<file path="src/hw/rtl/cckb_pkg.sv">
// shared types, codes and clip arithmetic for the blitter core
// no dependencies
package cckb_pkg;

    localparam int CFG_INDEX_BITS = 3;

    localparam logic [CFG_INDEX_BITS-1:0] CFG_CLIP_LEFT   = 3'd0;
    localparam logic [CFG_INDEX_BITS-1:0] CFG_CLIP_TOP    = 3'd1;
    localparam logic [CFG_INDEX_BITS-1:0] CFG_CLIP_RIGHT  = 3'd2;
    localparam logic [CFG_INDEX_BITS-1:0] CFG_CLIP_BOTTOM = 3'd3;
    localparam logic [CFG_INDEX_BITS-1:0] CFG_DEST_PITCH  = 3'd4;
    localparam logic [CFG_INDEX_BITS-1:0] CFG_DEST_BASE   = 3'd5;

    localparam logic OP_START = 1'b0;
    localparam logic OP_PIXEL = 1'b1;

    typedef struct packed {
        logic [10:0] clip_left;
        logic [10:0] clip_top;
        logic [10:0] clip_right;
        logic [10:0] clip_bottom;
        logic [12:0] dest_pitch;
        logic [23:0] dest_base;
    } t_cfg;

    typedef struct packed {
        logic        ok;
        logic [10:0] dstart;
        logic [11:0] sstart;
        logic [10:0] run;
    } t_axis;

    // one classified beat between front and back
    typedef struct packed {
        logic        is_start;
        logic        ok;
        logic        use_key;
        logic [7:0]  pixel;
        logic [11:0] src_x;
        logic [11:0] src_y;
        logic [10:0] run_w;
        logic [10:0] run_h;
        logic [10:0] dl;
        logic [23:0] product;
    } t_cmd;

    typedef struct packed {
        logic        is_status;
        logic        status;
        logic [11:0] clipped_src_x;
        logic [11:0] clipped_src_y;
        logic [10:0] run_width;
        logic [10:0] run_height;
        logic        write_enable;
        logic [23:0] write_address;
        logic [7:0]  write_pixel;
        logic        last_pixel;
    } t_res;

    function automatic t_axis clip_axis(
        input logic signed [11:0] d,
        input logic        [10:0] s,
        input logic        [10:0] len,
        input logic        [10:0] lo,
        input logic        [10:0] hi
    );
        t_axis              res;
        logic signed [14:0] dv;
        logic signed [14:0] sv;
        logic signed [14:0] lv;
        logic signed [14:0] lov;
        logic signed [14:0] hiv;
        logic signed [14:0] sl;
        logic signed [14:0] sr;
        logic signed [14:0] rn;
        logic               left_cut;
        logic               right_cut;
        dv  = {{3{d[11]}}, d};
        sv  = {4'b0, s};
        lv  = {4'b0, len};
        lov = {4'b0, lo};
        hiv = {4'b0, hi};
        left_cut  = dv < lov;
        right_cut = dv > (hiv - lv);
        sl = left_cut ? (sv + lov - dv) : sv;
        sr = right_cut ? (sv + hiv - dv) : (sv + lv);
        rn = sr - sl;
        res.ok     = !(dv <= (lov - lv)) && !(dv >= hiv);
        res.dstart = left_cut ? lo : d[10:0];
        res.sstart = sl[11:0];
        res.run    = (rn < 0) ? 11'd0 : rn[10:0];
        return res;
    endfunction

endpackage

</file>
<file path="src/hw/rtl/cckb_front.sv">
// front: accepts input beats, clips start commands, forms the row product
// depends on cckb_pkg
module cckb_front (
    input  logic                i_clk,
    input  logic                i_rst_n,
    input  cckb_pkg::t_cfg      i_cfg,
    input  logic                i_in_valid,
    output logic                o_in_stall,
    input  logic                i_opcode,
    input  logic signed [11:0]  i_dest_x,
    input  logic signed [11:0]  i_dest_y,
    input  logic [10:0]         i_src_x,
    input  logic [10:0]         i_src_y,
    input  logic [10:0]         i_rect_width,
    input  logic [10:0]         i_rect_height,
    input  logic                i_use_key,
    input  logic [7:0]          i_pixel,
    input  logic                i_q_full,
    output logic                o_q_push,
    output cckb_pkg::t_cmd      o_q_data
);

    logic           r_valid;
    logic           r_is_start;
    logic           r_ok;
    logic           r_use_key;
    logic [7:0]     r_pixel;
    logic [11:0]    r_src_x;
    logic [11:0]    r_src_y;
    logic [10:0]    r_run_w;
    logic [10:0]    r_run_h;
    logic [10:0]    r_dl;
    logic [10:0]    r_dt;
    logic           n_valid;
    logic           load;
    cckb_pkg::t_axis ax;
    cckb_pkg::t_axis ay;

    assign ax = cckb_pkg::clip_axis(i_dest_x, i_src_x, i_rect_width,
                                    i_cfg.clip_left, i_cfg.clip_right);
    assign ay = cckb_pkg::clip_axis(i_dest_y, i_src_y, i_rect_height,
                                    i_cfg.clip_top, i_cfg.clip_bottom);

    assign o_in_stall = r_valid && i_q_full;
    assign load       = i_in_valid && !o_in_stall;
    assign o_q_push   = r_valid && !i_q_full;

    always_comb begin
        n_valid = r_valid;
        if (load) begin
            n_valid = 1'b1;
        end else if (o_q_push) begin
            n_valid = 1'b0;
        end
    end

    always_ff @(posedge i_clk) begin
        if (!i_rst_n) begin
            r_valid <= 1'b0;
        end else begin
            r_valid <= n_valid;
        end
    end

    always_ff @(posedge i_clk) begin
        if (load) begin
            r_is_start <= (i_opcode == cckb_pkg::OP_START);
            r_ok       <= ax.ok && ay.ok;
            r_use_key  <= i_use_key;
            r_pixel    <= i_pixel;
            r_src_x    <= ax.sstart;
            r_src_y    <= ay.sstart;
            r_run_w    <= ax.run;
            r_run_h    <= ay.run;
            r_dl       <= ax.dstart;
            r_dt       <= ay.dstart;
        end
    end

    // row offset: clipped top row times pitch
    always_comb begin
        o_q_data.is_start = r_is_start;
        o_q_data.ok       = r_ok;
        o_q_data.use_key  = r_use_key;
        o_q_data.pixel    = r_pixel;
        o_q_data.src_x    = r_src_x;
        o_q_data.src_y    = r_src_y;
        o_q_data.run_w    = r_run_w;
        o_q_data.run_h    = r_run_h;
        o_q_data.dl       = r_dl;
        o_q_data.product  = 24'(r_dt) * 24'(i_cfg.dest_pitch);
    end

endmodule

</file>
<file path="src/hw/rtl/cckb_queue.sv">
// short queue of classified beats between front and back
// depends on cckb_pkg
module cckb_queue #(
    parameter int DEPTH = 4
) (
    input  logic           i_clk,
    input  logic           i_rst_n,
    input  logic           i_push,
    input  cckb_pkg::t_cmd i_data,
    output logic           o_full,
    input  logic           i_pop,
    output logic           o_empty,
    output cckb_pkg::t_cmd o_data
);

    localparam int PW = (DEPTH > 1) ? $clog2(DEPTH) : 1;
    localparam int CW = $clog2(DEPTH + 1);
    localparam logic [PW-1:0] LAST_PTR = PW'(DEPTH - 1);
    localparam logic [CW-1:0] FULL_CNT = CW'(DEPTH);

    cckb_pkg::t_cmd r_mem [DEPTH];
    logic [PW-1:0]  r_wr;
    logic [PW-1:0]  r_rd;
    logic [CW-1:0]  r_cnt;
    logic [PW-1:0]  n_wr;
    logic [PW-1:0]  n_rd;
    logic [CW-1:0]  n_cnt;

    assign o_full  = (r_cnt == FULL_CNT);
    assign o_empty = (r_cnt == '0);
    assign o_data  = r_mem[r_rd];

    always_comb begin
        n_wr  = r_wr;
        n_rd  = r_rd;
        n_cnt = r_cnt;
        if (i_push) begin
            n_wr = (r_wr == LAST_PTR) ? '0 : r_wr + 1'b1;
        end
        if (i_pop) begin
            n_rd = (r_rd == LAST_PTR) ? '0 : r_rd + 1'b1;
        end
        if (i_push && !i_pop) begin
            n_cnt = r_cnt + 1'b1;
        end else if (!i_push && i_pop) begin
            n_cnt = r_cnt - 1'b1;
        end
    end

    always_ff @(posedge i_clk) begin
        if (!i_rst_n) begin
            r_wr  <= '0;
            r_rd  <= '0;
            r_cnt <= '0;
        end else begin
            r_wr  <= n_wr;
            r_rd  <= n_rd;
            r_cnt <= n_cnt;
        end
    end

    always_ff @(posedge i_clk) begin
        if (i_push) begin
            r_mem[r_wr] <= i_data;
        end
    end

endmodule

</file>
<file path="src/hw/rtl/cckb_back.sv">
// back: blit state, address stepping and the output register
// depends on cckb_pkg
module cckb_back #(
    parameter int ADDRESS_BITS = 24
) (
    input  logic           i_clk,
    input  logic           i_rst_n,
    input  cckb_pkg::t_cfg i_cfg,
    input  logic           i_q_empty,
    input  cckb_pkg::t_cmd i_q_data,
    output logic           o_q_pop,
    output logic           o_out_valid,
    input  logic           i_out_stall,
    output cckb_pkg::t_res o_res
);

    localparam int AW = ADDRESS_BITS;

    logic           r_active;
    logic           r_key;
    logic [10:0]    r_col;
    logic [10:0]    r_row;
    logic [10:0]    r_win_w;
    logic [10:0]    r_win_h;
    logic [AW-1:0]  r_row_addr;
    logic [AW-1:0]  r_pix_addr;
    logic           r_out_valid;
    cckb_pkg::t_res r_res;

    logic           n_active;
    logic           n_key;
    logic [10:0]    n_col;
    logic [10:0]    n_row;
    logic [10:0]    n_win_w;
    logic [10:0]    n_win_h;
    logic [AW-1:0]  n_row_addr;
    logic [AW-1:0]  n_pix_addr;
    logic           n_out_valid;
    cckb_pkg::t_res n_res;

    logic [AW-1:0]  start_addr;
    logic [11:0]    col_inc;
    logic [11:0]    row_inc;
    logic           row_end;
    logic           last;
    cckb_pkg::t_cmd cmd;

    assign cmd         = i_q_data;
    assign o_q_pop     = !i_q_empty && (!r_out_valid || !i_out_stall);
    assign o_out_valid = r_out_valid;
    assign o_res       = r_res;

    assign start_addr = AW'(i_cfg.dest_base) + AW'(cmd.product) + AW'(cmd.dl);
    assign col_inc    = {1'b0, r_col} + 12'd1;
    assign row_inc    = {1'b0, r_row} + 12'd1;
    assign row_end    = col_inc >= {1'b0, r_win_w};
    assign last       = (row_inc == {1'b0, r_win_h}) && (col_inc == {1'b0, r_win_w});

    always_comb begin
        n_active    = r_active;
        n_key       = r_key;
        n_col       = r_col;
        n_row       = r_row;
        n_win_w     = r_win_w;
        n_win_h     = r_win_h;
        n_row_addr  = r_row_addr;
        n_pix_addr  = r_pix_addr;
        n_out_valid = r_out_valid && i_out_stall;
        n_res       = r_res;
        if (o_q_pop) begin
            n_out_valid = 1'b1;
            n_res       = '0;
            if (cmd.is_start) begin
                n_res.is_status = 1'b1;
                n_key           = cmd.use_key;
                n_col           = '0;
                n_row           = '0;
                n_active        = 1'b0;
                n_win_w         = '0;
                n_win_h         = '0;
                if (cmd.ok) begin
                    n_res.status        = 1'b1;
                    n_res.clipped_src_x = cmd.src_x;
                    n_res.clipped_src_y = cmd.src_y;
                    n_res.run_width     = cmd.run_w;
                    n_res.run_height    = cmd.run_h;
                    n_win_w             = cmd.run_w;
                    n_win_h             = cmd.run_h;
                    n_row_addr          = start_addr;
                    n_pix_addr          = start_addr;
                    n_active            = (cmd.run_w != '0) && (cmd.run_h != '0);
                end
            end else if (r_active) begin
                n_res.write_enable  = !(r_key && (cmd.pixel == 8'd0));
                n_res.write_address = 24'(r_pix_addr);
                n_res.write_pixel   = cmd.pixel;
                n_res.last_pixel    = last;
                n_col               = col_inc[10:0];
                n_pix_addr          = r_pix_addr + 1'b1;
                if (row_end) begin
                    n_col      = '0;
                    n_row      = row_inc[10:0];
                    n_row_addr = r_row_addr + AW'(i_cfg.dest_pitch);
                    n_pix_addr = r_row_addr + AW'(i_cfg.dest_pitch);
                end
                if (last) begin
                    n_active = 1'b0;
                    n_col    = '0;
                    n_row    = '0;
                end
            end
        end
    end

    always_ff @(posedge i_clk) begin
        if (!i_rst_n) begin
            r_active    <= 1'b0;
            r_key       <= 1'b0;
            r_col       <= '0;
            r_row       <= '0;
            r_out_valid <= 1'b0;
        end else begin
            r_active    <= n_active;
            r_key       <= n_key;
            r_col       <= n_col;
            r_row       <= n_row;
            r_out_valid <= n_out_valid;
        end
    end

    always_ff @(posedge i_clk) begin
        r_win_w    <= n_win_w;
        r_win_h    <= n_win_h;
        r_row_addr <= n_row_addr;
        r_pix_addr <= n_pix_addr;
        r_res      <= n_res;
    end

endmodule

</file>
<file path="src/hw/rtl/clipped_color_key_blitter_core.sv">
// top level of the clipped color-key blitter: config registers, front, queue, back
// depends on cckb_pkg, cckb_front, cckb_queue, cckb_back
//
//   channel   direction  handshake               beat
//   in        input      i_in_valid / o_in_stall  start command or one source pixel
//   out       output     o_out_valid / i_out_stall status or one pixel write
//   cfg       input      i_cfg_valid / o_cfg_ready register index and data
//
// one beat per cycle sustained while the output is not stalled; a result passes through the front
// register, a queue slot and the output register, and waits longer while the queue holds earlier beats
// the front and back each stall on their own: the queue of QUEUE_DEPTH beats absorbs
// output stalls, and the input stalls only when the front register waits on a full queue
// reset restores the clip window 0..320 x 0..240, pitch 320, base 0, and an idle blit
module clipped_color_key_blitter_core #(
    parameter int ADDRESS_BITS = 24,
    parameter int QUEUE_DEPTH  = 4
) (
    input  logic                i_clk,
    input  logic                i_rst_n,
    input  logic                i_cfg_valid,
    output logic                o_cfg_ready,
    input  logic [2:0]          i_cfg_index,
    input  logic [23:0]         i_cfg_data,
    input  logic                i_in_valid,
    output logic                o_in_stall,
    input  logic                i_opcode,
    input  logic signed [11:0]  i_dest_x,
    input  logic signed [11:0]  i_dest_y,
    input  logic [10:0]         i_src_x,
    input  logic [10:0]         i_src_y,
    input  logic [10:0]         i_rect_width,
    input  logic [10:0]         i_rect_height,
    input  logic                i_use_key,
    input  logic [7:0]          i_pixel,
    output logic                o_out_valid,
    input  logic                i_out_stall,
    output logic                o_is_status,
    output logic                o_status,
    output logic [11:0]         o_clipped_src_x,
    output logic [11:0]         o_clipped_src_y,
    output logic [10:0]         o_run_width,
    output logic [10:0]         o_run_height,
    output logic                o_write_enable,
    output logic [23:0]         o_write_address,
    output logic [7:0]          o_write_pixel,
    output logic                o_last_pixel
);

    cckb_pkg::t_cfg r_cfg;
    cckb_pkg::t_cmd q_in;
    cckb_pkg::t_cmd q_out;
    cckb_pkg::t_res res;
    logic           q_push;
    logic           q_full;
    logic           q_pop;
    logic           q_empty;
    logic           cfg_wr;

    assign o_cfg_ready = 1'b1;
    assign cfg_wr      = i_cfg_valid && o_cfg_ready;

    always_ff @(posedge i_clk) begin
        if (!i_rst_n) begin
            r_cfg.clip_left   <= 11'd0;
            r_cfg.clip_top    <= 11'd0;
            r_cfg.clip_right  <= 11'd320;
            r_cfg.clip_bottom <= 11'd240;
            r_cfg.dest_pitch  <= 13'd320;
            r_cfg.dest_base   <= 24'd0;
        end else if (cfg_wr) begin
            case (i_cfg_index)
                cckb_pkg::CFG_CLIP_LEFT:   r_cfg.clip_left   <= i_cfg_data[10:0];
                cckb_pkg::CFG_CLIP_TOP:    r_cfg.clip_top    <= i_cfg_data[10:0];
                cckb_pkg::CFG_CLIP_RIGHT:  r_cfg.clip_right  <= i_cfg_data[10:0];
                cckb_pkg::CFG_CLIP_BOTTOM: r_cfg.clip_bottom <= i_cfg_data[10:0];
                cckb_pkg::CFG_DEST_PITCH:  r_cfg.dest_pitch  <= i_cfg_data[12:0];
                cckb_pkg::CFG_DEST_BASE:   r_cfg.dest_base   <= i_cfg_data;
                default: begin
                end
            endcase
        end
    end

    cckb_front u_front (
        .i_clk         (i_clk),
        .i_rst_n       (i_rst_n),
        .i_cfg         (r_cfg),
        .i_in_valid    (i_in_valid),
        .o_in_stall    (o_in_stall),
        .i_opcode      (i_opcode),
        .i_dest_x      (i_dest_x),
        .i_dest_y      (i_dest_y),
        .i_src_x       (i_src_x),
        .i_src_y       (i_src_y),
        .i_rect_width  (i_rect_width),
        .i_rect_height (i_rect_height),
        .i_use_key     (i_use_key),
        .i_pixel       (i_pixel),
        .i_q_full      (q_full),
        .o_q_push      (q_push),
        .o_q_data      (q_in)
    );

    cckb_queue #(
        .DEPTH (QUEUE_DEPTH)
    ) u_queue (
        .i_clk   (i_clk),
        .i_rst_n (i_rst_n),
        .i_push  (q_push),
        .i_data  (q_in),
        .o_full  (q_full),
        .i_pop   (q_pop),
        .o_empty (q_empty),
        .o_data  (q_out)
    );

    cckb_back #(
        .ADDRESS_BITS (ADDRESS_BITS)
    ) u_back (
        .i_clk       (i_clk),
        .i_rst_n     (i_rst_n),
        .i_cfg       (r_cfg),
        .i_q_empty   (q_empty),
        .i_q_data    (q_out),
        .o_q_pop     (q_pop),
        .o_out_valid (o_out_valid),
        .i_out_stall (i_out_stall),
        .o_res       (res)
    );

    assign o_is_status     = res.is_status;
    assign o_status        = res.status;
    assign o_clipped_src_x = res.clipped_src_x;
    assign o_clipped_src_y = res.clipped_src_y;
    assign o_run_width     = res.run_width;
    assign o_run_height    = res.run_height;
    assign o_write_enable  = res.write_enable;
    assign o_write_address = res.write_address;
    assign o_write_pixel   = res.write_pixel;
    assign o_last_pixel    = res.last_pixel;

endmodule

</file>
<file path="config.mk">
export PLATFORM = sky130hd
export DESIGN_NAME = clipped_color_key_blitter_core
export DESIGN_NICKNAME = d
export VERILOG_FILES = /design/src/hw/rtl/cckb_pkg.sv /design/src/hw/rtl/cckb_front.sv /design/src/hw/rtl/cckb_queue.sv /design/src/hw/rtl/cckb_back.sv /design/src/hw/rtl/clipped_color_key_blitter_core.sv
export SDC_FILE = /design/constraint.sdc
export NUM_CORES = 2
export LEC_CHECK = 0
export BUFFER_PORTS_ARGS = -buffer_cell sky130_fd_sc_hd__buf_2
export CAP_MARGIN = 25
export CORE_MARGIN = 2
export CORE_UTILIZATION = 45
export DETAILED_ROUTE_END_ITERATION = 8
export PLACE_DENSITY_LB_ADDON = 0.08
export SETUP_SLACK_MARGIN = 0.15
export SLEW_MARGIN = 20
export SYNTH_ARGS = -nofsm -noshare
export SYNTH_HDL_FRONTEND = slang
export SYNTH_HIERARCHICAL = 1
export SYNTH_SLANG_ARGS = --single-unit
</file>
<file path="constraint.sdc">
create_clock -name i_clk -period 11.1 [get_ports i_clk]
set_input_delay 0.555 -clock i_clk [delete_from_list [all_inputs] [get_ports i_clk]]
set_output_delay 0.555 -clock i_clk [all_outputs]
set_load 0.005 [all_outputs]
</file>
### Yosys cells after proc, flatten, opt, wreduce, memory -nomap -nowiden

Memories as Yosys holds them, arrays and structs flattened. A register that Yosys moved wholly into a read port is not among the register bits.
Cells that the tools add are included.

| word-level totals | value |
|---|---|
| bits in latches | 0 |
| bits in writable memories | 368 |
| word-level logic and storage cells | 178 |
| bits in read-only memories | 0 |
| memories kept | 1 |
| bits of input ports | 110 |
| register bits after elaboration | 345 |

Memory list:

| memory | depth | width | rd ports | clocked after memory_dff | wr ports | line | text |
|---|---|---|---|---|---|---|---|
| u_queue.r_mem | 4 | 92 | 1 | 1 | 1 | cckb_queue.sv:21 | `cckb_pkg::t_cmd r_mem [DEPTH];` |

| operators by class | value |
|---|---|
| muxes and demuxes | 38 |
| add/subtract/negate cells | 26 |
| multiply operators | 1 |
| reduce and logical (&&, ||, !) cells | 49 |
| bitwise operators | 2 |
| equal/unequal tests | 11 |
| div/mod/pow operators | 0 |
| shifts and indexed selects | 0 |
| magnitude comparators | 11 |

Operator list:

| operator | count |
|---|---|
| 24-bit 2-to-1 mux | 7 |
| 11-bit 2-to-1 mux | 10 |
| 11-bit by 11-bit adder with 12-bit output | 6 |
| 15-bit 2-to-1 mux | 4 |
| 13-bit by 12-bit subtractor with 14-bit output | 4 |
| 48-bit 2-to-1 mux | 1 |
| 11-bit by 11-bit subtractor with 12-bit output | 4 |
| 47-bit 2-to-1 mux | 1 |
| 15-bit by 1-bit < comparator with 1-bit output (second input constant) | 2 |
| 15-bit subtractor | 2 |
| 11-bit by 1-bit adder with 12-bit output (second input constant) | 2 |
| 24-bit by 1-bit adder with 24-bit output (second input constant) | 1 |
| 24-bit by 11-bit adder with 24-bit output | 1 |
| 24-bit by 13-bit adder with 24-bit output | 1 |
| 24-bit adder | 1 |
| 12-bit by 11-bit equality test with 1-bit output | 2 |
| 12-bit >= comparator | 2 |
| 12-bit greater-than comparator | 2 |
| 12-bit less-or-equal comparator | 2 |
| 12-bit < comparator | 2 |
| 11-bit by 13-bit multiplier with 24-bit output | 1 |
| 11-bit nonzero test | 2 |
| 2-bit AND reduction | 9 |
| 1-bit logical AND | 13 |
| other kinds (22) | 56 |

### Logic depth before layout (Yosys ltp)

| logic depth | value |
|---|---|
| depth after elaboration | 7 |
| depth in mapped cells | 33 |
| depth with buffers taken out | 31 |

### Hierarchy

The synthesis kept the hierarchy.

Modules (own cells, without submodules):

| module | cells an instance | area each (um^2) | instances |
|---|---|---|---|
| cckb_front | 2074 | 17705.7 | 1 |
| cckb_queue | 524 | 13734.4 | 1 |
| cckb_back | 1038 | 10721.5 | 1 |
| clipped_color_key_blitter_core | 304 | 3080.5 | 1 |

### Least setup slack after synthesis

Ideal clock, no wire load.

| timing path | value |
|---|---|
| path type | in2reg |
| start | in i_out_stall |
| end | reg u_back.r_row_addr[0], enable pin |
| cell stages on the path | 5 |
| setup time | 435 ps |
| path slack | 2634 ps |
| data arrival time | 8030 ps |
| path through | a21oi_1 > o21ai_0 > clkbuf_1 > clkbuf_1 > nor3_1 |

| between the ends | value |
|---|---|
| cells in the longest elaborated chain, start to end | 4 |

Ends and longest elaborated chain:

| what | line | text |
|---|---|---|
| from (decl) | clipped_color_key_blitter_core.sv:36 | `input logic i_out_stall,` |
| 1-bit zero test | cckb_back.sv:49 | `assign o_q_pop = !i_q_empty && (!r_out_valid \|\| !i_out_stall);` |
| 1-bit logical OR | cckb_back.sv:49 |  |
| 1-bit logical AND | cckb_back.sv:49 |  |
| 4-bit AND reduction (no line) | n/a |  |
| to (signal assigned) | cckb_back.sv:134 | `r_row_addr <= n_row_addr;` |
| to (decl) | cckb_back.sv:25 | `logic [AW-1:0] r_row_addr;` |

Every way passes these cells.
A chain may end at the register's enable or synchronous reset.

### Worst setup path after layout

| timing path | value |
|---|---|
| start | reg r_cfg[48] (netlist name) |
| end | reg u_front.r_run_w[3], data pin |

| between the ends | value |
|---|---|
| cells in the longest elaborated chain, start to end | 5 |
| elaborated cells between the ends (all ways) | 7 |
| those cells by class | add/sub: 4; order compare: 2; mux: 1 |

Ends and longest elaborated chain:

| what | line | text |
|---|---|---|
| from (decl) | clipped_color_key_blitter_core.sv:49 | `cckb_pkg::t_cfg r_cfg;` |
| 11-bit by 11-bit adder with 12-bit output / 11-bit by 11-bit subtractor with 12-bit output (equally long branches) | cckb_pkg.sv:86, cckb_pkg.sv:84 |  |
| 13-bit by 12-bit subtractor with 14-bit output / 12-bit greater-than comparator (equally long branches) | cckb_pkg.sv:86, cckb_pkg.sv:84 |  |
| 15-bit 2-to-1 mux * | cckb_pkg.sv:86 | `sr = right_cut ? (sv + hiv - dv) : (sv + lv);` |
| 15-bit subtractor * | cckb_pkg.sv:87 | `rn = sr - sl;` |
| 15-bit by 1-bit < comparator with 1-bit output | cckb_pkg.sv:91 | `res.run = (rn < 0) ? 11'd0 : rn[10:0];` |
| to (signal assigned) | cckb_front.sv:73 | `r_run_w <= ax.run;` |
| to (decl) | cckb_front.sv:30 | `logic [10:0] r_run_w;` |

Every way passes the cells marked *; elsewhere a longest branch is shown, timed or not.

==> metrics.cfg <==
[floorplanning]
die-area_sq_um = 103100
die_x_um = 321.1
chipHeight_um = 321.1
io_pins = 195
core_region_area_sq_um = 99860
num_rows = 116
start_util_pct = 45.31

[clocking]
cts-root-buf = clkbuf_16
clk_path_buf_depth = 3
cts_tree = yes
cts_max_level = 3
numCtsBuffers = 78
cts_setup_buffers = 0
numClockSinks = 715
path_clk_slew_ps = 60
postCtsHoldBufs = 0
clock_latency_ps = 640
cts_resized = 0

[yosys]
synth_edf_count = 599
yosys.area_share.simple_pct = 12.05
postSynthAreaPerCell_sq_um = 11.48
yosys-mux-area-fraction_pct = 7.597
synth_fa_ha_area_share_pct = 16.98
netlist_instances = 3940
synth_flop_cell = edfxtp_1
netlist_area_sq_um = 45240
async_flop_share_pct = 0
synth-seq-area-share_pct = 44.89
synth_xor_xnor_area_share_pct = 4.453
yosysWarnings = 6
synth_fp_nets = 4587
synth_top_family_by_area = adder cells
ys_seq_elements = 715
synth_compound_area_share_pct = 9.776
synth.distinct_cells = 95

[cells_and_area]
final_cell_mix = edfxtp_1, ha_1, nand2_1, inv_1, buf_2
area_growth_pct = 10.64
final_common_cell = edfxtp_1
fin_cells = 5473
insertedDiodeCount = 0
drive_gt1_share_pct = 12.05
nFillCells = 8985
finalNetCount = 4760

[critical_path]
required_ps = 11430
worstPathArrival_ps = 6820
worstReg2RegEnd = u_front/r_run_w[3]
start_kind = flip-flop
cp_max_fo = 22
cp-end-kind = flip-flop
rrSetupSlack_ps = 4610
endpoint = u_front/r_run_w[3]
worst_path_most_repeated_cell = a21oi_1
crit_slowest_cell = a31oi_1
max_stage_delay_ps = 690
reg2reg_depth = 32
reg2reg_from = r_cfg[48]
startpoint = r_cfg[48]
critPathKind = reg -> reg

[power]
p_per_area_nw_per_um2 = 205.7
irDropWorstVdd_mv = 0.1276
leakage_nw = 20.84

[sta]
layout_min_cycle_time_ps = 6488
timing.setup.tns_ps = 0
setup_viol = 0
maxSlewHeadroom_pct = 39.51
worst_pin_slew_ps = 907.3
fin_worst_skew_ps = 27.10
max_freq_mhz = 154.1
worst_slack_ps = 4612
hold_viol_final = 0
rsz0062_at_grt = false
layout_worst_path_cycle_share_pct = 58.45
slew_viol_final = 0

[grt]
grt_usage_pct = 22.01
grt_overflow = 0
antenna_found_initial = 4
grt_pass1_wl_mm = 174.3
grt_max_degree = 76
grt_pass1_vias = 29641

[detailed_routing]
routedWlPerCell_um = 20.64
first_iter_violations = 1883
remaining_drc_errors = 0
viasPerCell = 5.437
wirelength_mm = 113.0
vias = 29757
first_pass_iters = 8
ant_nets = 0

[placed_design]
portBuffers = 193
dp.cells = 5329
dp_slack_ps = 4410
dp_hpwl_mm = 84.65
gp_congestion = 0.8538

[run]
cap_violations = 0

[status]
outcome = completed

[min_path]
hold_path.class = in -> reg

-- final cells by class --
type	count	area, sq um	area share, %
Clock buffer	101	2101	4.197
Clock inverter	41	494.2	0.9873
Inverter	337	1265	2.527
Multi-Input combinational cell	2760	23070	46.08
Sequential cell	715	20320	40.59
Tap cell	1298	1624	3.244
Timing Repair Buffer	221	1191	2.380
-- registers in the layout, indices dropped and copies added (netlist names), 12 cells and up, named ones only --
| signal | count |
|---|---|
| u_front/r_src_x | 12 |
| u_back/r_pix_addr | 24 |
| u_back/o_res | 82 |
| u_back/r_row_addr | 24 |
| u_front/r_src_y | 12 |
| u_queue/r_mem | 368 |
| r_cfg | 81 |
-- synthesized netlist by cell type (6+ instances only) --
library cell  count  area share (%)
xor2_1           73             1.4
and2_1          135             1.9
o31a_1            7            0.14
buf_6            12            0.30
o31ai_1          13            0.22
o21bai_1         16            0.27
nor3_1           61            0.67
mux4_2           92             4.6
and4_1           10            0.19
o211ai_1          7            0.12
a31o_2            6            0.12
nor2_1          166             1.4
buf_2            27            0.30
o21a_1           32            0.53
a21oi_1         182             2.0
nand2b_1         48            0.66
or3_1            13            0.18
edfxtp_1        599              40
a22oi_1          11            0.18
inv_1           335             2.8
nor4_1           17            0.24
nand2_1         358             3.0
a211oi_1         11            0.18
nor2b_1          68            0.94
nand3_1          47            0.52
a21o_1          106             1.8
and3_1           81             1.1
a21oi_2           6            0.12
a21boi_0         16            0.27
fa_1            128             5.7
o21ai_0         163             1.8
o21ai_1          14            0.15
nor3b_1          10            0.17
nand4_1          29            0.40
clkbuf_1         75            0.62
mux2i_1         118             2.6
xnor2_1         157             3.0
dfxtp_1         116             5.1
a31oi_1          22            0.30
buf_4            10            0.17
mux2_2           15            0.37
a21boi_1         15            0.25
ha_1            409              11
-- through the flow --
step                utilization (%)  power (mW)  instance area [sq um]  hold slack, ps
finish                        50.13       10.30                  50060           103.5
global route                  50.13       10.97                  50060           70.73
CTS                           50.11       10.41                  50040           51.45
detailed placement            47.51       7.735                  47440           462.3
global placement              47.49       7.706                  47420           452.8
floorplan                         -       6.578                  45240           438.5
-- worst min-delay path by stage --
| stage | slack, ps | start | cells past startpoint | end |
|---|---|---|---|---|
| after floorplan | 440 | r_cfg[0] | 2 | r_cfg[0] |
| after global placement | 450 | r_cfg[12] | 2 | r_cfg[12] |
| after detailed placement | 460 | r_cfg[20] | 2 | r_cfg[20] |
| after CTS | 50 | i_pixel[6] | 1 | u_front/r_pixel[6] |
| after global routing | 70 | i_pixel[5] | 1 | u_front/r_pixel[5] |
| final | 100 | i_pixel[4] | 1 | u_front/r_pixel[4] |
-- where the power goes --
group	switching [mW]	leakage, nW	internal, mW
Sequential	0.301	6.56	3.65
Clock	1.08	1.26	1.56
Combinational	2.17	13.0	1.54
Total	3.55	20.8	6.75
-- logic make-up after synthesis --
kind of cell | after synthesis
AOI/OAI and AO/OA | 686
buffers and inverters | 465
other | 1
adders and majority gates | 537
and+or+nand+nor | 1080
muxes | 226
DFF | 715
xor gates and xnor gates | 230
-- worst max-delay path: cells and delay by family, from the launching register on --
family,cells,cell delay [ps]
buffers and inverters,3,390
and+or+nand+nor,7,770
DFF,1,340
xor gates and xnor gates,1,90
adders and majority gates,5,1300
AOI/OAI and AO/OA,16,3250
-- per-layer routing --
| metal | wire length, um | track usage, % | up-vias | part of all wire, % |
|---|---|---|---|---|
| met1 | 55630 | 32.78 | 14487 | 49 |
| met3 | 5541 | 3.217 | 109 | 4.9 |
| li1 | - | - | 14540 | - |
| met4 | 2323 | 5.763 | 4 | 2.1 |
| met5 | 14 | 0 | - | 0.012 |
| met2 | 49470 | 33.63 | 617 | 44 |
Note: power is estimated with default switching activity, not from simulation.
